[src/rtl/slpb_pkg.sv]
// shared types, constants and register map of the status led priority blinker
package slpb_pkg;

    // default width of the millisecond counter
    localparam int TIME_BITS_DEF = 32;

    // configuration register reset values
    localparam logic [15:0] BOOT_FLASH_RST  = 16'd500;
    localparam logic [15:0] RESET_FLASH_RST = 16'd1000;
    localparam logic [31:0] NET_ERROR_RST   = 32'd600000;

    // configuration port
    localparam int ADDR_BITS = 4;
    localparam int DATA_BITS = 32;
    localparam logic [1:0] REG_BOOT_FLASH  = 2'd0;
    localparam logic [1:0] REG_RESET_FLASH = 2'd1;
    localparam logic [1:0] REG_NET_ERROR   = 2'd2;

    // operation codes
    localparam logic [2:0] OP_TICK        = 3'd0;
    localparam logic [2:0] OP_SET_SETUP   = 3'd1;
    localparam logic [2:0] OP_SET_LINK    = 3'd2;
    localparam logic [2:0] OP_SET_SENSOR  = 3'd3;
    localparam logic [2:0] OP_SET_FATAL   = 3'd4;
    localparam logic [2:0] OP_RESET_FLASH = 3'd5;

    // link states
    localparam logic [1:0] LINK_DOWN       = 2'd0;
    localparam logic [1:0] LINK_CONNECTING = 2'd1;
    localparam logic [1:0] LINK_UP         = 2'd2;

    // blink periods and lit times in milliseconds
    localparam int SETUP_PERIOD  = 2000;
    localparam int SETUP_ON      = 1000;
    localparam int FAST_PERIOD   = 200;
    localparam int FAST_ON       = 100;
    localparam int LINK_PERIOD   = 500;
    localparam int LINK_ON       = 250;
    localparam int SENSOR_PERIOD = 5000;
    localparam int SENSOR_ON     = 100;

    localparam int SETUP_PH_BITS  = $clog2(SETUP_PERIOD);
    localparam int FAST_PH_BITS   = $clog2(FAST_PERIOD);
    localparam int LINK_PH_BITS   = $clog2(LINK_PERIOD);
    localparam int SENSOR_PH_BITS = $clog2(SENSOR_PERIOD);

    // colours as red, green, blue bytes
    localparam logic [23:0] COLOUR_OFF    = 24'h000000;
    localparam logic [23:0] COLOUR_RED    = 24'hFF0000;
    localparam logic [23:0] COLOUR_WHITE  = 24'hFFFFFF;
    localparam logic [23:0] COLOUR_BLUE   = 24'h0000FF;
    localparam logic [23:0] COLOUR_YELLOW = 24'hFFC800;
    localparam logic [23:0] COLOUR_ORANGE = 24'hFF5000;

    // input item
    typedef struct packed {
        logic [2:0] operation;
        logic       flag_value;
        logic [1:0] link_state_in;
    } in_item_t;

    // result item
    typedef struct packed {
        logic [7:0] red;
        logic [7:0] green;
        logic [7:0] blue;
        logic       changed;
    } out_item_t;

    // configuration values and boot flash restart strobe
    typedef struct packed {
        logic [15:0] boot_flash_ms;
        logic [15:0] reset_flash_ms;
        logic [31:0] net_error_after_ms;
        logic        boot_restart;
    } cfg_t;

endpackage

[src/rtl/slpb_core.sv]
// state registers and colour priority logic of the status led priority blinker
module slpb_core #(
    parameter int TIME_BITS = slpb_pkg::TIME_BITS_DEF
) (
    input  logic                 clk,
    input  logic                 rst_n,
    input  logic                 accept,
    input  slpb_pkg::in_item_t   in_item,
    input  slpb_pkg::cfg_t       cfg,
    output slpb_pkg::out_item_t  result
);

    localparam int SPB = slpb_pkg::SETUP_PH_BITS;
    localparam int FPB = slpb_pkg::FAST_PH_BITS;
    localparam int LPB = slpb_pkg::LINK_PH_BITS;
    localparam int OPB = slpb_pkg::SENSOR_PH_BITS;

    logic [TIME_BITS-1:0] time_reg, time_next;
    logic [SPB-1:0]       ph_setup_reg, ph_setup_next;
    logic [FPB-1:0]       ph_fast_reg, ph_fast_next;
    logic [LPB-1:0]       ph_link_reg, ph_link_next;
    logic [OPB-1:0]       ph_sensor_reg, ph_sensor_next;
    logic                 setup_reg, setup_next;
    logic [1:0]           link_reg, link_next;
    logic [TIME_BITS-1:0] down_since_reg, down_since_next;
    logic                 sensor_reg, sensor_next;
    logic                 fatal_reg, fatal_next;
    logic [TIME_BITS-1:0] rf_until_reg, rf_until_next;
    logic                 rf_live_reg, rf_live_next;
    logic [TIME_BITS-1:0] bf_until_reg, bf_until_next;
    logic                 bf_live_reg, bf_live_next;
    logic                 latch_reg, latch_next;
    logic [23:0]          last_colour_reg, colour_next;

    // deadline reached when now - deadline is not negative
    function automatic logic reached(input logic [TIME_BITS-1:0] now,
                                     input logic [TIME_BITS-1:0] deadline);
        logic [TIME_BITS-1:0] diff;
        diff = now - deadline;
        return !diff[TIME_BITS-1];
    endfunction

    // effect of the item, then colour pick on the updated state
    always_comb
    begin
        logic tick;
        logic wrap;
        logic [TIME_BITS-1:0] net_deadline;

        tick            = (in_item.operation == slpb_pkg::OP_TICK);
        time_next       = tick ? time_reg + TIME_BITS'(1) : time_reg;
        wrap            = tick && (time_next == '0);
        setup_next      = setup_reg;
        link_next       = link_reg;
        down_since_next = down_since_reg;
        sensor_next     = sensor_reg;
        fatal_next      = fatal_reg;
        rf_until_next   = rf_until_reg;
        rf_live_next    = rf_live_reg;
        bf_until_next   = bf_until_reg;
        bf_live_next    = bf_live_reg;
        latch_next      = latch_reg;

        // blink phases follow time_ms modulo each period, restarting on counter wrap
        if (wrap)
        begin
            ph_setup_next  = '0;
            ph_fast_next   = '0;
            ph_link_next   = '0;
            ph_sensor_next = '0;
        end
        else if (tick)
        begin
            ph_setup_next  = (ph_setup_reg == SPB'(slpb_pkg::SETUP_PERIOD - 1)) ?
                             '0 : ph_setup_reg + SPB'(1);
            ph_fast_next   = (ph_fast_reg == FPB'(slpb_pkg::FAST_PERIOD - 1)) ?
                             '0 : ph_fast_reg + FPB'(1);
            ph_link_next   = (ph_link_reg == LPB'(slpb_pkg::LINK_PERIOD - 1)) ?
                             '0 : ph_link_reg + LPB'(1);
            ph_sensor_next = (ph_sensor_reg == OPB'(slpb_pkg::SENSOR_PERIOD - 1)) ?
                             '0 : ph_sensor_reg + OPB'(1);
        end
        else
        begin
            ph_setup_next  = ph_setup_reg;
            ph_fast_next   = ph_fast_reg;
            ph_link_next   = ph_link_reg;
            ph_sensor_next = ph_sensor_reg;
        end

        // event decode
        unique case (in_item.operation)
            slpb_pkg::OP_TICK:
            begin
            end
            slpb_pkg::OP_SET_SETUP:
                setup_next = in_item.flag_value;
            slpb_pkg::OP_SET_LINK:
            begin
                if (in_item.link_state_in == slpb_pkg::LINK_DOWN)
                begin
                    if (link_reg != slpb_pkg::LINK_DOWN)
                    begin
                        down_since_next = time_reg;
                        latch_next      = 1'b0;
                    end
                    link_next = in_item.link_state_in;
                end
                else if (in_item.link_state_in == slpb_pkg::LINK_CONNECTING ||
                         in_item.link_state_in == slpb_pkg::LINK_UP)
                begin
                    latch_next = 1'b0;
                    link_next  = in_item.link_state_in;
                end
            end
            slpb_pkg::OP_SET_SENSOR:
                sensor_next = in_item.flag_value;
            slpb_pkg::OP_SET_FATAL:
                fatal_next = in_item.flag_value;
            slpb_pkg::OP_RESET_FLASH:
            begin
                rf_until_next = time_reg + TIME_BITS'(cfg.reset_flash_ms);
                rf_live_next  = 1'b1;
            end
            default:
            begin
            end
        endcase

        // priority pick; finished flashes drop their live bit
        net_deadline = down_since_next + TIME_BITS'(cfg.net_error_after_ms);
        colour_next  = slpb_pkg::COLOUR_OFF;
        if (rf_live_next && !reached(time_next, rf_until_next))
        begin
            colour_next = slpb_pkg::COLOUR_RED;
        end
        else
        begin
            rf_live_next = 1'b0;
            if (bf_live_next && !reached(time_next, bf_until_next))
            begin
                colour_next = slpb_pkg::COLOUR_WHITE;
            end
            else
            begin
                bf_live_next = 1'b0;
                if (link_next == slpb_pkg::LINK_DOWN && !latch_next &&
                    reached(time_next, net_deadline))
                    latch_next = 1'b1;
                if (setup_next)
                begin
                    if (ph_setup_next < SPB'(slpb_pkg::SETUP_ON))
                        colour_next = slpb_pkg::COLOUR_BLUE;
                end
                else if (fatal_next || (link_next == slpb_pkg::LINK_DOWN && latch_next))
                begin
                    if (ph_fast_next < FPB'(slpb_pkg::FAST_ON))
                        colour_next = slpb_pkg::COLOUR_RED;
                end
                else if (link_next != slpb_pkg::LINK_UP)
                begin
                    if (ph_link_next < LPB'(slpb_pkg::LINK_ON))
                        colour_next = slpb_pkg::COLOUR_YELLOW;
                end
                else if (sensor_next)
                begin
                    if (ph_sensor_next < OPB'(slpb_pkg::SENSOR_ON))
                        colour_next = slpb_pkg::COLOUR_ORANGE;
                end
            end
        end
    end

    // result item
    assign result.red     = colour_next[23:16];
    assign result.green   = colour_next[15:8];
    assign result.blue    = colour_next[7:0];
    assign result.changed = (colour_next != last_colour_reg);

    // state update on item acceptance and boot flash restart on register write
    always_ff @(posedge clk or negedge rst_n)
    begin
        if (!rst_n)
        begin
            time_reg        <= '0;
            ph_setup_reg    <= '0;
            ph_fast_reg     <= '0;
            ph_link_reg     <= '0;
            ph_sensor_reg   <= '0;
            setup_reg       <= 1'b0;
            link_reg        <= slpb_pkg::LINK_DOWN;
            down_since_reg  <= '0;
            sensor_reg      <= 1'b0;
            fatal_reg       <= 1'b0;
            rf_until_reg    <= '0;
            rf_live_reg     <= 1'b0;
            bf_until_reg    <= TIME_BITS'(slpb_pkg::BOOT_FLASH_RST);
            bf_live_reg     <= 1'b1;
            latch_reg       <= 1'b0;
            last_colour_reg <= slpb_pkg::COLOUR_OFF;
        end
        else
        begin
            if (accept)
            begin
                time_reg        <= time_next;
                ph_setup_reg    <= ph_setup_next;
                ph_fast_reg     <= ph_fast_next;
                ph_link_reg     <= ph_link_next;
                ph_sensor_reg   <= ph_sensor_next;
                setup_reg       <= setup_next;
                link_reg        <= link_next;
                down_since_reg  <= down_since_next;
                sensor_reg      <= sensor_next;
                fatal_reg       <= fatal_next;
                rf_until_reg    <= rf_until_next;
                rf_live_reg     <= rf_live_next;
                bf_until_reg    <= bf_until_next;
                bf_live_reg     <= bf_live_next;
                latch_reg       <= latch_next;
                last_colour_reg <= colour_next;
            end
            if (cfg.boot_restart)
            begin
                bf_until_reg <= time_reg + TIME_BITS'(cfg.boot_flash_ms);
                bf_live_reg  <= 1'b1;
            end
        end
    end

endmodule

[src/rtl/slpb_out_buf.sv]
// two-entry output buffer with skid stage for result items
module slpb_out_buf (
    input  logic                 clk,
    input  logic                 rst_n,
    input  logic                 push,
    input  slpb_pkg::out_item_t  push_item,
    output logic                 push_ready,
    output logic                 out_valid,
    input  logic                 out_ready,
    output slpb_pkg::out_item_t  out_item
);

    logic                out_valid_reg, out_valid_next;
    logic                skid_valid_reg, skid_valid_next;
    slpb_pkg::out_item_t out_reg, out_next;
    slpb_pkg::out_item_t skid_reg, skid_next;

    assign push_ready = !skid_valid_reg;
    assign out_valid  = out_valid_reg;
    assign out_item   = out_reg;

    // output slot refills from skid first, a stalled push parks in skid
    always_comb
    begin
        out_valid_next  = out_valid_reg;
        skid_valid_next = skid_valid_reg;
        out_next        = out_reg;
        skid_next       = skid_reg;
        if (!out_valid_reg || out_ready)
        begin
            if (skid_valid_reg)
            begin
                out_next        = skid_reg;
                out_valid_next  = 1'b1;
                skid_valid_next = 1'b0;
            end
            else
            begin
                out_next       = push_item;
                out_valid_next = push;
            end
        end
        else if (push)
        begin
            skid_next       = push_item;
            skid_valid_next = 1'b1;
        end
    end

    // valid flags
    always_ff @(posedge clk or negedge rst_n)
    begin
        if (!rst_n)
        begin
            out_valid_reg  <= 1'b0;
            skid_valid_reg <= 1'b0;
        end
        else
        begin
            out_valid_reg  <= out_valid_next;
            skid_valid_reg <= skid_valid_next;
        end
    end

    // payload
    always_ff @(posedge clk)
    begin
        out_reg  <= out_next;
        skid_reg <= skid_next;
    end

endmodule

[src/rtl/status_led_priority_blinker.sv]
// Status LED priority blinker: each accepted result is registered in the output buffer;
// one item per cycle while in_ready is high. The colour logic sits between the
// state registers and a two-entry output buffer, so input stays ready while one
// result waits. Register reads and writes complete in the APB access cycle,
// pready always high. Reset (rst_n low, asynchronous) clears time and flags,
// sets the link down, loads default registers and starts the white boot flash.
module status_led_priority_blinker #(
    parameter int TIME_BITS = slpb_pkg::TIME_BITS_DEF
) (
    input  logic                            clk,
    input  logic                            rst_n,
    input  logic                            in_valid,
    output logic                            in_ready,
    input  slpb_pkg::in_item_t              in_item,
    output logic                            out_valid,
    input  logic                            out_ready,
    output slpb_pkg::out_item_t             out_item,
    input  logic                            psel,
    input  logic                            penable,
    input  logic                            pwrite,
    input  logic [slpb_pkg::ADDR_BITS-1:0]  paddr,
    input  logic [slpb_pkg::DATA_BITS-1:0]  pwdata,
    output logic [slpb_pkg::DATA_BITS-1:0]  prdata,
    output logic                            pready
);

    logic [15:0]         boot_ms_reg;
    logic [15:0]         reset_ms_reg;
    logic [31:0]         net_err_reg;
    logic                wr_en;
    logic [1:0]          reg_idx;
    logic                accept;
    slpb_pkg::cfg_t      cfg;
    slpb_pkg::out_item_t result;

    assign pready  = 1'b1;
    assign wr_en   = psel && penable && pwrite;
    assign reg_idx = paddr[slpb_pkg::ADDR_BITS-1:2];
    assign accept  = in_valid && in_ready;

    // configuration registers
    always_ff @(posedge clk or negedge rst_n)
    begin
        if (!rst_n)
        begin
            boot_ms_reg  <= slpb_pkg::BOOT_FLASH_RST;
            reset_ms_reg <= slpb_pkg::RESET_FLASH_RST;
            net_err_reg  <= slpb_pkg::NET_ERROR_RST;
        end
        else if (wr_en)
        begin
            unique case (reg_idx)
                slpb_pkg::REG_BOOT_FLASH:  boot_ms_reg  <= pwdata[15:0];
                slpb_pkg::REG_RESET_FLASH: reset_ms_reg <= pwdata[15:0];
                slpb_pkg::REG_NET_ERROR:   net_err_reg  <= pwdata[31:0];
                default:
                begin
                end
            endcase
        end
    end

    // register readback
    always_comb
    begin
        unique case (reg_idx)
            slpb_pkg::REG_BOOT_FLASH:  prdata = {16'd0, boot_ms_reg};
            slpb_pkg::REG_RESET_FLASH: prdata = {16'd0, reset_ms_reg};
            slpb_pkg::REG_NET_ERROR:   prdata = net_err_reg;
            default:                   prdata = '0;
        endcase
    end

    // settings seen by the core; the boot flash restart takes the length being written
    assign cfg.boot_flash_ms      = pwdata[15:0];
    assign cfg.reset_flash_ms     = reset_ms_reg;
    assign cfg.net_error_after_ms = net_err_reg;
    assign cfg.boot_restart       = wr_en && (reg_idx == slpb_pkg::REG_BOOT_FLASH);

    slpb_core #(
        .TIME_BITS (TIME_BITS)
    ) u_core (
        .clk     (clk),
        .rst_n   (rst_n),
        .accept  (accept),
        .in_item (in_item),
        .cfg     (cfg),
        .result  (result)
    );

    slpb_out_buf u_out_buf (
        .clk        (clk),
        .rst_n      (rst_n),
        .push       (accept),
        .push_item  (result),
        .push_ready (in_ready),
        .out_valid  (out_valid),
        .out_ready  (out_ready),
        .out_item   (out_item)
    );

endmodule
[config.mk]
export PLATFORM = sky130hd
export DESIGN_NAME = status_led_priority_blinker
export DESIGN_NICKNAME = d
export VERILOG_FILES = /design/src/rtl/slpb_pkg.sv /design/src/rtl/slpb_core.sv /design/src/rtl/slpb_out_buf.sv /design/src/rtl/status_led_priority_blinker.sv
export SDC_FILE = /design/constraint.sdc
export NUM_CORES = 1
export LEC_CHECK = 0
export BUFFER_PORTS_ARGS = -buffer_cell sky130_fd_sc_hd__buf_2
export CAP_MARGIN = 20
export CORE_MARGIN = 10
export CORE_UTILIZATION = 60
export CTS_CLUSTER_SIZE = 30
export DETAILED_ROUTE_END_ITERATION = 16
export GPL_ROUTABILITY_DRIVEN = 1
export GPL_TIMING_DRIVEN = 0
export PLACE_DENSITY = 0.8
export SLEW_MARGIN = 20
export SYNTH_ARGS = -nofsm -noshare
export SYNTH_HDL_FRONTEND = slang
export SYNTH_SLANG_ARGS = --single-unit
[constraint.sdc]
create_clock -name clk -period 14 [get_ports clk]
set_input_delay 2.8 -clock clk [delete_from_list [all_inputs] [get_ports clk]]
set_output_delay 2.8 -clock clk [all_outputs]
set_load 0.005 [all_outputs]
# After elaboration in Yosys (flattened, before gate mapping)
# Cells that the tools add are included.
# word_totals
elab_cells,145
regBits,317
# op_classes
muxes,53
n_lt_le_gt_ge,4
reduce_logical,30
n_bitwise,1
eq_ne,17
addsub,11
# ops
op,count
$mux 24,9
$mux 32,5
$pmux 32 s3,1
$sub 32x32->32,3
$add 32x16->32,2
$mux 13,3
$mux 11,3
$add 32x1->32 const B,1
$add 32x32->32,1
$logic_not 32->1,1
$mux 8,4
$mux 9,3
$mux 25,1
$ne 24x24->1,1
$mux 1,21
$add 13x1->13 const B,1
$eq 13x13->1 const B,1
$lt 13x7->1 const B,1
$add 11x1->11 const B,1
$eq 11x11->1 const B,1
$lt 11x10->1 const B,1
$logic_and 1x1->1,10
$add 9x1->9 const B,1
$eq 9x9->1 const B,1
19 further kinds,39

# Logic depth before layout (Yosys ltp)
# Gate-level depths: netlist of run 1.
# logic_depth
word_depth,19
depth_mapped,29

# Cells and area by module
# Synthesis of run 1 repeated with hierarchy kept, for this count alone.
# hier_totals
cells_unflattened,2120
hier_area_um2,20339.5
# modules_own_cells
mod,cells_per_inst,area_each_um2,n_inst,seq_area_each_um2
slpb_core,1819,15437.3,1,4588.2
status_led_priority_blinker,214,2921.6,1,1626.6
slpb_out_buf,87,1980.6,1,1551.5

# Worst setup path before layout of run 1
# OpenSTA, ideal clock, no wires.
# synth_path
kind,in2reg
startpoint,input port in_item[4] in the netlist's numbering
endpoint,"register u_out_buf.out_reg, in the netlist u_out_buf.out_item[23] (data pin)"
setup_slack_ps,5940
t_arrival_ps,7800
cell_stages,19
required_time_ps,13740
setup_ps,260
cell_sequence,clkbuf_1 > nor3b_1 > o211a_1 > buf_2 > buf_1 > mux2i_1 > fa_1 > ha_1 > and4_1 > a221oi_1 > nand2_1 > o21ai_0 > a21oi_1 > or4_1 > and3_1 > o211a_4 > nor3_4 > or3b_1 > mux2_2
# synth_between
elab_chain_len,16
# synth_rtl
item,line,source
start: declaration,status_led_priority_blinker.sv:14,"input slpb_pkg::in_item_t in_item,"
$eq 3x2->1,slpb_core.sv:92,unique case (in_item.operation)
$mux 32,slpb_core.sv:92,
$add 32x32->32,slpb_core.sv:131,net_deadline = down_since_next + TIME_BITS'(cfg.net_error_after_ms);
$sub 32x32->32,slpb_core.sv:39,diff = now - deadline;
$logic_not 1->1,slpb_core.sv:40,return !diff[TIME_BITS-1];
$logic_and 1x1->1,slpb_core.sv:147,if (link_next == slpb_pkg::LINK_DOWN && !latch_next &&
$mux 1,slpb_core.sv:147,
$mux 1,slpb_core.sv:140,"if (bf_live_next && !reached(time_next, bf_until_next))"
$mux 1,slpb_core.sv:133,"if (rf_live_next && !reached(time_next, rf_until_next))"
$logic_and 1x1->1,slpb_core.sv:155,else if (fatal_next || (link_next == slpb_pkg::LINK_DOWN && latch_next))
$logic_or 1x1->1,slpb_core.sv:155,
$mux 24,slpb_core.sv:155,
$mux 24,slpb_core.sv:150,if (setup_next)
$mux 24,slpb_core.sv:140,
$mux 24 (*),slpb_core.sv:133,
$mux 25 (*),slpb_out_buf.sv:31,if (skid_valid_reg)
end signal: assignment,slpb_out_buf.sv:68,out_reg <= out_next;
end: declaration,slpb_out_buf.sv:15,"slpb_pkg::out_item_t out_reg, out_next;"
# Mark *: on every way between the ends. The rest lies on a longest branch, timed or not. The select of a mux whose other input is x is not followed.
# A chain may end at the register's enable or synchronous reset.

==> impl_metrics.ini, run 1 <==
[cells_and_area]
finish.cell_count_without_fillers = 2711
num-nets-final = 2497
area.sequential_um2 = 6690
fillers = 2498
area_delta_synth_final_pct = 11.8
multi_input_comb_area_um2 = 11100
fraction_of_layout_instances_using_a_drive_strength_above_1 = 0.136

[placement]
buffer_ports.inserted = 105
dp_slack_ns = 4.15
dp.final_hpwl_mm = 44.7
place_inst = 2652
routability_driven_placement_congestion_ratio = 0.956

[die]
die_width_um = 197
initial_utilization = 0.611
rows = 64
chipHeight_um = 197
floorplan.core_area_um2 = 30700
io_pins = 109
floorplan.die_area_um2 = 38800

[timing]
post-route-worst-setup-slack_ns = 4.46
tns_ns = 0
timing.final.setup_violations = 0
max_freq_ghz = 0.105
final_max_tran_viols = 0
finalHoldViolCount = 0
final_period_minus_worst_setup_slack_ns = 9.54
post-route-period-util = 0.681
rsz_0062_raised_after_global_routing = no
maxSlewHeadroom = 0.262
actual_transition_at_the_worst_max_transition_pin_ns = 1.11
finalClockSkew_ns = 0.0141
hold_ws_ns = 0.460

[synth]
ys_ff_latch = 263
syn-num-nets = 2355
syn_area_per_cell_um2 = 8.75
synth.yosys.warnings = 0
ys_top_cells_by_area = sky130_fd_sc_hd__dfrtp_1, sky130_fd_sc_hd__ha_1, sky130_fd_sc_hd__nand2_1, sky130_fd_sc_hd__o21ai_0, sky130_fd_sc_hd__dfstp_2
yosys.area_share.xor_xnor = 0.0609
synthSimpleGateAreaFrac = 0.198
synth-async-reset-ratio = 0.947
yosysSeqAreaShare = 0.356
share_of_synthesized_area_spent_on_multiplexers = 0.0654
synth-edff-count = 14
dominant_combinational_cell_family_by_area_after_synthesis = simple AND/OR/NAND/NOR gates
synth_top_cell_area_share = 0.296
synth-compound-area-share = 0.148
yosysTopAreaCell = sky130_fd_sc_hd__dfrtp_1
post_synth_inst_count = 2147
synthAdderAreaFrac = 0.117
synth-main-ff-cell = sky130_fd_sc_hd__dfrtp_1
syn_area_um2 = 18800
post_synth_num_cell_types = 86

[clocking]
clk-insertion-delay-late_ns = 0.59
cts_num_sinks = 263
max-clock-path-buffers = 3
cell_at_the_root_of_the_clock_tree = sky130_fd_sc_hd__clkbuf_16
ctsHoldBuffers = 0
post-cts-setup-buffer-count = 0
clock_pin_slew_reported_for_the_worst_setup_and_hold_paths_after_clock_tree_synthesis_ns = 0.06
h_tree_lvls = 1
cts_made_buffers = 31
post_cts_sizing_count = 0
tritoncts = built

[detailed_routing]
dr.pass1.iters = 6
detail_route.vias_per_cell = 6.33
remaining_drc_errors = 0
antenna_violating_nets_left = 0
detailroute.via_count = 17200
wl_mm = 59.0
drt_iter0_markers = 1711
drt-wirelength-per-cell_um = 21.8

[critical_path]
cp_max_fo = 10
worst_ep_arrival_time_ns = 9.84
endpoint_type_of_the_worst_setup_path = register
critical_setup_path_kind = in2reg
kind_of_launch_point_of_the_worst_setup_path = input pin
required_ns = 14.30

[status]
result_of_the_run = finished, final reports clean

[power]
leak_pwr_uw = 0.00946
vdd_ir_drop_max_mv = 0.105
power_per_cell_area_nw_per_um2 = 124

[grt]
antenna_violations_before_repair = 2
grt_pass1_wl_mm = 91.9
maximum_number_of_pins_on_one_net_before_global_route_repair = 95
grt_use_total = 0.297
grt_remaining_overflow = 0
grt_pass1_vias = 16500

[hold_path]
hold_path_class = reg2reg

[flow_run]
max_cap_violations = 0
## path summary, 6_finish.rpt
path                                     from                     end  cells after the start  slack, ns
max reg2reg                u_core.time_reg[1]   u_out_buf.out_item[0]                     21       6.06
min in group asynchronous               rst_n         net_err_reg[15]                      1       2.18
min reg2reg                    boot_ms_reg[7]          boot_ms_reg[7]                      2       0.46
min                            boot_ms_reg[7]          boot_ms_reg[7]                      2       0.46
max                                in_item[4]   u_out_buf.out_item[0]                     22       4.46
max in group asynchronous               rst_n  u_core.ph_setup_reg[0]                      3      10.52
## synth_stat cells (all sizes together), types with 29 or more instances
cell type  number
nand2         347
dfrtp         222
o21ai         220
ha            132
inv           120
nor2          100
clkbuf         92
a21oi          76
xnor2          72
nand3          70
mux2           59
mux2i          56
xor2           56
nand4          43
nor3           42
buf            40
a21o           29
and2           29
## cell usage in the layout, fill, tap and decap left out, drive strengths merged, types with 8 or more instances in the layout
| cell type | instances |
|---|---|
| nor3 | 42 |
| clkbuf | 136 |
| o21a | 11 |
| xor2 | 56 |
| a31oi | 9 |
| and3 | 19 |
| a211oi | 11 |
| or3 | 16 |
| nand2b | 13 |
| or2 | 15 |
| and4 | 10 |
| buf | 149 |
| nor2 | 100 |
| a21o | 29 |
| mux2 | 59 |
| mux2i | 56 |
| a21oi | 76 |
| xnor2 | 72 |
| ha | 132 |
| dfstp | 27 |
| fa | 27 |
| nor2b | 17 |
| o211ai | 8 |
| nand2 | 347 |
| nor4 | 19 |
| o21ai | 220 |
| nand3 | 70 |
| o31ai | 27 |
| clkinv | 11 |
| nand4 | 43 |
| and2 | 29 |
| dfrtp | 222 |
| edfxtp | 14 |
| inv | 121 |
## worst max-delay path, cell delays in order
cell and delay [ns]:
sky130_fd_sc_hd__buf_2 0.12, sky130_fd_sc_hd__clkbuf_1 0.34, sky130_fd_sc_hd__nor3b_1 0.74, sky130_fd_sc_hd__o211a_1 0.26, sky130_fd_sc_hd__buf_2 0.18, sky130_fd_sc_hd__clkbuf_1 0.82
sky130_fd_sc_hd__mux2_2 0.48, sky130_fd_sc_hd__fa_1 0.51, sky130_fd_sc_hd__inv_1 0.04, sky130_fd_sc_hd__ha_1 0.30, sky130_fd_sc_hd__a211oi_1 0.24, sky130_fd_sc_hd__o21ai_0 0.26
sky130_fd_sc_hd__o21ai_0 0.56, sky130_fd_sc_hd__a21oi_1 0.20, sky130_fd_sc_hd__or4_1 0.59, sky130_fd_sc_hd__and3_1 0.20, sky130_fd_sc_hd__o211a_4 0.16, sky130_fd_sc_hd__nor3_4 0.24
sky130_fd_sc_hd__or2_1 0.20, sky130_fd_sc_hd__inv_2 0.05, sky130_fd_sc_hd__o32ai_1 0.33, sky130_fd_sc_hd__a41oi_1 0.20
## cells by family after synthesis
logic type,count (synthesis)
compound gates,455
fa+ha+maj,159
mux,115
buf+inv,253
xor+xnor,129
flops,263
simple gates,772
other cells,1
## per-stage QoR
stage	instance area (µm²)	utilization	total power (µW)
final	21000	0.683	2600
after global routing	21000	0.683	2740
after CTS	21000	0.683	2590
after detailed placement	19900	0.647	1730
after global placement	19800	0.644	1690
after floorplan	18800	-	1480
## final cells by class
type,instances,area share
antenna,1,0.000119
timing repair buffer,109,0.0292
sequential,263,0.318
multi-input combinational,1631,0.528
clock inverter,14,0.00673
clock buffer,44,0.0451
tap,396,0.0236
buffer,132,0.0277
inverter,121,0.0216
## power breakdown
part / switching (µW) / internal [µW]
Clock: 345 / 508
Sequential: 99.2 / 895
Combinational: 432 / 318
Total: 876 / 1720
## layer usage
layer	share of wire	vias to the layer above	GRT usage	wire length [µm]
li1	-	7816	-	-
met1	0.40	8359	0.387	23600
met2	0.47	849	0.489	27700
met3	0.092	132	0.0462	5420
met4	0.039	2	0.112	2310
met5	0.00014	-	0	8
No activity file was read; power rests on OpenSTA's default activity.
==> inputs of run 2 (changes only) <==
--- a/config.mk
+++ b/config.mk
@@ -5,6 +5,7 @@
 export SDC_FILE = /design/constraint.sdc
 export NUM_CORES = 1
 export LEC_CHECK = 0
+export ABC_AREA = 1
 export BUFFER_PORTS_ARGS = -buffer_cell sky130_fd_sc_hd__buf_2
 export CAP_MARGIN = 20
 export CORE_MARGIN = 10
==> constraint.sdc (replaced) <==
create_clock -name clk -period 9.1 [get_ports clk]
set_input_delay 1.82 -clock clk [delete_from_list [all_inputs] [get_ports clk]]
set_output_delay 1.82 -clock clk [all_outputs]
set_load 0.005 [all_outputs]
==> run 2 against run 1 <==
Combinational power grew to 2.7 times the previous value. Hold slack gained 0.022 ns. Critical path depth grew 20. Synthesized cell count grew 17%. Global-route usage grew 3.2 points. Critical path type is now reg2reg.
==> impl_metrics.ini, run 2 <==
[cells_and_area]
layout_commonest_cell = sky130_fd_sc_hd__nand2_1
num_antenna_cells = 0
multi_input_comb_area_um2 = 10300
fillers = 2633
num-nets-final = 2851
area_delta_synth_final_pct = 11.2
layout.cells.most_common_list = sky130_fd_sc_hd__nand2_1, sky130_fd_sc_hd__inv_1, sky130_fd_sc_hd__o21ai_0
fraction_of_layout_instances_using_a_drive_strength_above_1 = 0.113
area.sequential_um2 = 6690

[clocking]
post-cts-setup-buffer-count = 0
ctsHoldBuffers = 0
max-clock-path-buffers = 3
clock_pin_slew_reported_for_the_worst_setup_and_hold_paths_after_clock_tree_synthesis_ns = 0.06
cts_num_sinks = 263
cell_at_the_root_of_the_clock_tree = sky130_fd_sc_hd__clkbuf_16
post_cts_sizing_count = 0
tritoncts = built
clk-insertion-delay-late_ns = 0.58
h_tree_lvls = 1
cts_made_buffers = 29

[timing]
post-route-period-util = 0.755
actual_transition_at_the_worst_max_transition_pin_ns = 1.06
final_period_minus_worst_setup_slack_ns = 6.87
timing.final.setup_violations = 0
maxSlewHeadroom = 0.290
max_freq_ghz = 0.146
rsz_0062_raised_after_global_routing = no
finalHoldViolCount = 0
final_max_tran_viols = 0
tns_ns = 0
post-route-worst-setup-slack_ns = 2.23
finalClockSkew_ns = 0.0103

[synth]
synth_commonest_cells = sky130_fd_sc_hd__nand2_1, sky130_fd_sc_hd__inv_1, sky130_fd_sc_hd__o21ai_0
ys_top_cells_by_area = sky130_fd_sc_hd__dfrtp_1, sky130_fd_sc_hd__nand2_1, sky130_fd_sc_hd__ha_1, sky130_fd_sc_hd__o21ai_0, sky130_fd_sc_hd__inv_1
synth-main-ff-cell = sky130_fd_sc_hd__dfrtp_1
syn_area_per_cell_um2 = 7.42
ys_ff_latch = 263
synth.yosys.warnings = 0
syn-num-nets = 2713
synth_top_cell_area_share = 0.299
post_synth_num_cell_types = 62
post_synth_inst_count = 2505
syn_area_um2 = 18600
synth-edff-count = 14
synth-async-reset-ratio = 0.947
yosysTopAreaCell = sky130_fd_sc_hd__dfrtp_1
yosysSeqAreaShare = 0.359
most_frequently_used_cell_type_in_the_post_synthesis_netlist = sky130_fd_sc_hd__nand2_1

[die]
io_pins = 109
chipHeight_um = 196
die_width_um = 196
rows = 64
floorplan.core_area_um2 = 30600
floorplan.die_area_um2 = 38400
initial_utilization = 0.608

[critical_path]
timing.critical_path.mode_cell = sky130_fd_sc_hd__nand2_1
kind_of_launch_point_of_the_worst_setup_path = register
cpPeakStageDelay_ns = 0.53
required_ns = 9.43
cp_max_fo = 10
endpoint_type_of_the_worst_setup_path = register
critical_setup_path_kind = reg2reg
critical-path-slowest-cell = sky130_fd_sc_hd__dfrtp_1
worst_ep_arrival_time_ns = 7.20

[detailed_routing]
dr.pass1.iters = 6
wl_mm = 64.0
detailroute.via_count = 18200
detail_route.vias_per_cell = 5.94
drt-wirelength-per-cell_um = 20.9
remaining_drc_errors = 0
drt_iter0_markers = 1939
antenna_violating_nets_left = 0

[power]
p_sw_frac = 0.412
power_switching_uw = 2050
power.sequential.fraction = 0.345
vdd_ir_drop_max_mv = 0.200
power.clock.fraction = 0.244
comb_power_share = 0.410
leak_pwr_uw = 0.0100
p_int_uw = 2930
power_per_cell_area_nw_per_um2 = 241

[grt]
antenna_violations_before_repair = 0
grt_pass1_wl_mm = 99.5
grt_pass1_vias = 17800
grt_use_total = 0.329
maximum_number_of_pins_on_one_net_before_global_route_repair = 93
grt_remaining_overflow = 0

[placement]
dp.final_hpwl_mm = 50.4
routability_driven_placement_congestion_ratio = 1.02
buffer_ports.inserted = 105
dp_slack_ns = 1.91

[flow_run]
max_cap_violations = 0

[status]
result_of_the_run = finished, final reports clean

[hold_path]
hold_path_class = reg2reg
[run 2: cell types whose count changed in the layout (fill, tap and decap cells not counted), moves of 26 or more]
cell                       change
sky130_fd_sc_hd__xnor2_1      -57
sky130_fd_sc_hd__mux2_2       -59
sky130_fd_sc_hd__clkbuf_1     -28
sky130_fd_sc_hd__o21ai_0      +44
sky130_fd_sc_hd__o31ai_1      -26
sky130_fd_sc_hd__nand2_1     +338
sky130_fd_sc_hd__nor2_1       +89
sky130_fd_sc_hd__nand3_1      +45
sky130_fd_sc_hd__and2_1       -26
sky130_fd_sc_hd__inv_1       +164
sky130_fd_sc_hd__a21oi_1      +38
sky130_fd_sc_hd__mux2i_1      -49
[run 2: cells by family after synthesis]
family / after synthesis / synth area share
AOI/OAI and AO/OA: 466 / 0.134
DFF: 263 / 0.359
muxes: 6 / 0.00323
other: 1 / 0.000202
buffers and inverters: 396 / 0.0857
xor gates and xnor gates: 65 / 0.0306
and+or+nand+nor: 1149 / 0.269
adders and majority gates: 159 / 0.118
[run 2: area by class of cell]
| type | count | share of cell area |
|---|---|---|
| Multi-Input combinational cell | 1846 | 0.499 |
| Sequential cell | 263 | 0.323 |
| Inverter | 298 | 0.0542 |
| Clock buffer | 45 | 0.0434 |
| Timing Repair Buffer | 107 | 0.0286 |
| Tap cell | 396 | 0.0240 |
| Buffer | 98 | 0.0229 |
| Clock inverter | 9 | 0.00430 |
[run 2: power by group through the flow]
stage | clock network, µW | registers [µW] | logic (µW)
after global placement | 0 | 1720 | 1910
after detailed placement | 0 | 1730 | 2000
final | 1220 | 1720 | 2050
after global routing | 1270 | 1750 | 2310
after floorplan | 0 | 1650 | 1400
after CTS | 1220 | 1710 | 2010
[run 2: path summary, 6_finish.rpt]
kind	startpoint	end	slack, ns	depth (start not counted)
worst max-delay path	u_core.time_reg[0]	u_out_buf.out_item[0]	2.23	42
worst min-delay path	u_core.down_since_reg[7]	u_core.down_since_reg[7]	0.48	2
worst max register to register	u_core.time_reg[0]	u_out_buf.out_item[0]	2.23	42
worst min register to register	u_core.down_since_reg[7]	u_core.down_since_reg[7]	0.48	2
max in group asynchronous	rst_n	u_core.rf_until_reg[29]	6.59	3
min in group asynchronous	rst_n	net_err_reg[5]	1.21	1
[run 2: metal layers]
metal	vias to the layer above	wire [µm]	GRT usage
li1	8451	-	-
met4	0	3210	0.150
met2	946	28900	0.527
met3	199	6290	0.0672
met5	-	0	0
met1	8600	25600	0.419
[run 2: stage by stage]
step / power [µW] / util / instance area, µm² / cells / hold slack [ns]
after floorplan: 3050 / - / 18600 / 2505 / 0.448
after global placement: 3620 / 0.641 / 19600 / 3006 / 0.462
after detailed placement: 3720 / 0.643 / 19700 / 3008 / 0.466
after CTS: 4950 / 0.676 / 20700 / 3062 / 0.482
after global routing: 5330 / 0.676 / 20700 / 3062 / 0.499
final: 4980 / 0.676 / 20700 / 3062 / 0.482
[run 2: critical path, delay by kind of cell, from the launching register on]
family | cells | cell delay [ns]
fa+ha+maj | 3 | 1.05
flops | 1 | 0.53
simple gates | 26 | 2.96
buf+inv | 5 | 0.50
compound gates | 7 | 1.39
xor+xnor | 1 | 0.20
==> inputs of run 3 (changes only) <==
--- a/config.mk
+++ b/config.mk
@@ -9,12 +9,12 @@
 export BUFFER_PORTS_ARGS = -buffer_cell sky130_fd_sc_hd__buf_2
 export CAP_MARGIN = 20
 export CORE_MARGIN = 10
-export CORE_UTILIZATION = 60
+export CORE_UTILIZATION = 57
 export CTS_CLUSTER_SIZE = 30
 export DETAILED_ROUTE_END_ITERATION = 16
 export GPL_ROUTABILITY_DRIVEN = 1
 export GPL_TIMING_DRIVEN = 0
-export PLACE_DENSITY = 0.8
+export PLACE_DENSITY = 0.79
 export SLEW_MARGIN = 20
 export SYNTH_ARGS = -nofsm -noshare
 export SYNTH_HDL_FRONTEND = slang
==> constraint.sdc (replaced) <==
create_clock -name clk -period 5.9 [get_ports clk]
set_input_delay 1.18 -clock clk [delete_from_list [all_inputs] [get_ports clk]]
set_output_delay 1.18 -clock clk [all_outputs]
set_load 0.005 [all_outputs]
==> run 3 against run 2 <==
Register-to-register slack worse by 1.9 ns. Power is 58% higher. Sequential power is 54% higher. Sequential share of layout area is 0.48 points lower. First-iteration DRC count is 7.6% higher. Global-route usage is 1.8 points lower. Worst setup slack worse by 1.9 ns. Cell count is 2.0% higher. Die area is 4.7% higher.
==> impl_metrics.ini, run 3 (synthesis results as in run 2) <==
[status]
result_of_the_run = finished, final reports clean

[die]
floorplan.die_area_um2 = 40300
rows = 66
chipHeight_um = 201
die_width_um = 201
io_pins = 109
floorplan.core_area_um2 = 32400
initial_utilization = 0.575

[critical_path]
worstReg2RegEnd = u_out_buf.out_item[0]
kind_of_launch_point_of_the_worst_setup_path = register
endpoint_type_of_the_worst_setup_path = register
worstRegToRegCells = 41
critical-path-slowest-cell = sky130_fd_sc_hd__dfrtp_1
reg2reg_setup_slack_ns = 0.34
cp_max_fo = 5
worst_ep_arrival_time_ns = 5.89
timing.rr.start = reset_ms_reg[0]
critical_path_end = u_out_buf.out_item[0]
crit_start = reset_ms_reg[0]
timing.critical_path.mode_cell = sky130_fd_sc_hd__nand2_1
cpPeakStageDelay_ns = 0.44
required_ns = 6.23
critical_setup_path_kind = reg2reg

[timing]
final_max_tran_viols = 0
finalHoldViolCount = 0
maxSlewHeadroom = 0.345
max_freq_ghz = 0.180
timing.final.setup_violations = 0
post-route-period-util = 0.942
finalClockSkew_ns = 0.0246
hold_ws_ns = 0.452
final_period_minus_worst_setup_slack_ns = 5.56
actual_transition_at_the_worst_max_transition_pin_ns = 0.983

[grt]
grt_remaining_overflow = 0
grt_pass1_wl_mm = 99.3
antenna_violations_before_repair = 0
grt_pass1_vias = 17900
grt_use_total = 0.310
maximum_number_of_pins_on_one_net_before_global_route_repair = 84

[flow_run]
max_cap_violations = 0

[clocking]
tritoncts = built
cts_made_buffers = 31
h_tree_lvls = 1
ctsHoldBuffers = 0
clk-insertion-delay-late_ns = 0.60
cts_num_sinks = 263
cell_at_the_root_of_the_clock_tree = sky130_fd_sc_hd__clkbuf_16
clock_pin_slew_reported_for_the_worst_setup_and_hold_paths_after_clock_tree_synthesis_ns = 0.06
max-clock-path-buffers = 3

[placement]
detailed_place.area_um2 = 19800
buffer_ports.inserted = 105
dp.final_hpwl_mm = 49.8
routability_driven_placement_congestion_ratio = 0.994

[hold_path]
hold_path_class = in2async

[cells_and_area]
num-nets-final = 2863
num_antenna_cells = 0
layout.cell_area.non_filler_um2 = 21000
layout_commonest_cell = sky130_fd_sc_hd__nand2_1
fraction_of_layout_instances_using_a_drive_strength_above_1 = 0.127
area_delta_synth_final_pct = 12.9
layout.cells.most_common_list = sky130_fd_sc_hd__nand2_1, sky130_fd_sc_hd__inv_1, sky130_fd_sc_hd__o21ai_0

[detailed_routing]
drt-wirelength-per-cell_um = 20.4
met2_wirelength_mm = 28.8
detail_route.vias_per_cell = 5.79
antenna_violating_nets_left = 0
dr.pass1.iters = 6
uppermost_signal_routing_layer_after_detailed_routing = met4
wl_met3_mm = 5.60
remaining_drc_errors = 0
drt_iter0_markers = 2087
wl_met1_mm = 26.2
detailroute.via_count = 18100
wl_mm = 63.7

[power]
vdd_ir_drop_max_mv = 0.279
leak_pwr_uw = 0.0102
power_per_cell_area_nw_per_um2 = 375
post-layout-total-power_uw = 7870
## run 3: layer usage
metal  GRT usage  vias to the layer above
met4       0.147                        0
met1       0.402                     8562
met3      0.0581                      196
met5           0                        -
li1            -                     8463
met2       0.493                      857
## run 3: how the worst min path moves through the flow
stage	from	to	cells past startpoint
4_1_cts	rst_n	net_err_reg[5]	1
5_1_grt	rst_n	net_err_reg[5]	1
6_report	rst_n	net_err_reg[5]	1
3_5_place_dp	u_core.down_since_reg[21]	u_core.down_since_reg[21]	2
2_1_floorplan	u_core.rf_until_reg[10]	u_core.rf_until_reg[10]	2
3_3_place_gp	u_core.down_since_reg[9]	u_core.down_since_reg[9]	2
## run 3: cell type report
type / instances / area (µm²)
fillers: 2853 / 11400
multi-input cells: 1846 / 10400
flip-flops and latches: 263 / 6690
inverters: 298 / 1120
clock buffers: 39 / 836
repair buffers: 117 / 686
well taps: 442 / 553
plain buffers: 98 / 483
clock inverters: 19 / 205
## run 3: critical path, delay by kind of cell (launching register included)
family                   cells  cell delay [ns]
buffers and inverters        5             0.57
AND/OR/NAND/NOR             25             2.31
adder cells (fa/ha/maj)      3             0.90
XOR/XNOR                     1             0.15
flip-flops                   1             0.44
AO/OA/AOI/OAI                7             0.91
## run 3: timing repair
item,4_1_cts,5_1_grt
pin swaps,4,8
endpoints found under the setup margin,22,18
buffers inserted,5,3
resized for setup,12,23
cloned,0,1
## run 3: power by group
part	switching (µW)	internal [µW]
Sequential	369	2280
Combinational	2030	1190
Clock	827	1180
## run 3: stage by stage
stage	util	instances	worst slack, ns	setup TNS (ns)
6_report	0.649	3122	0.341	0
5_1_grt	0.649	3122	-0.0632	-0.0632
4_1_cts	0.645	3118	0.0111	0
3_5_place_dp	0.611	3055	-0.800	-7.34
3_3_place_gp	0.608	3052	-0.952	-212.93
2_1_floorplan	-	2505	0.725	0
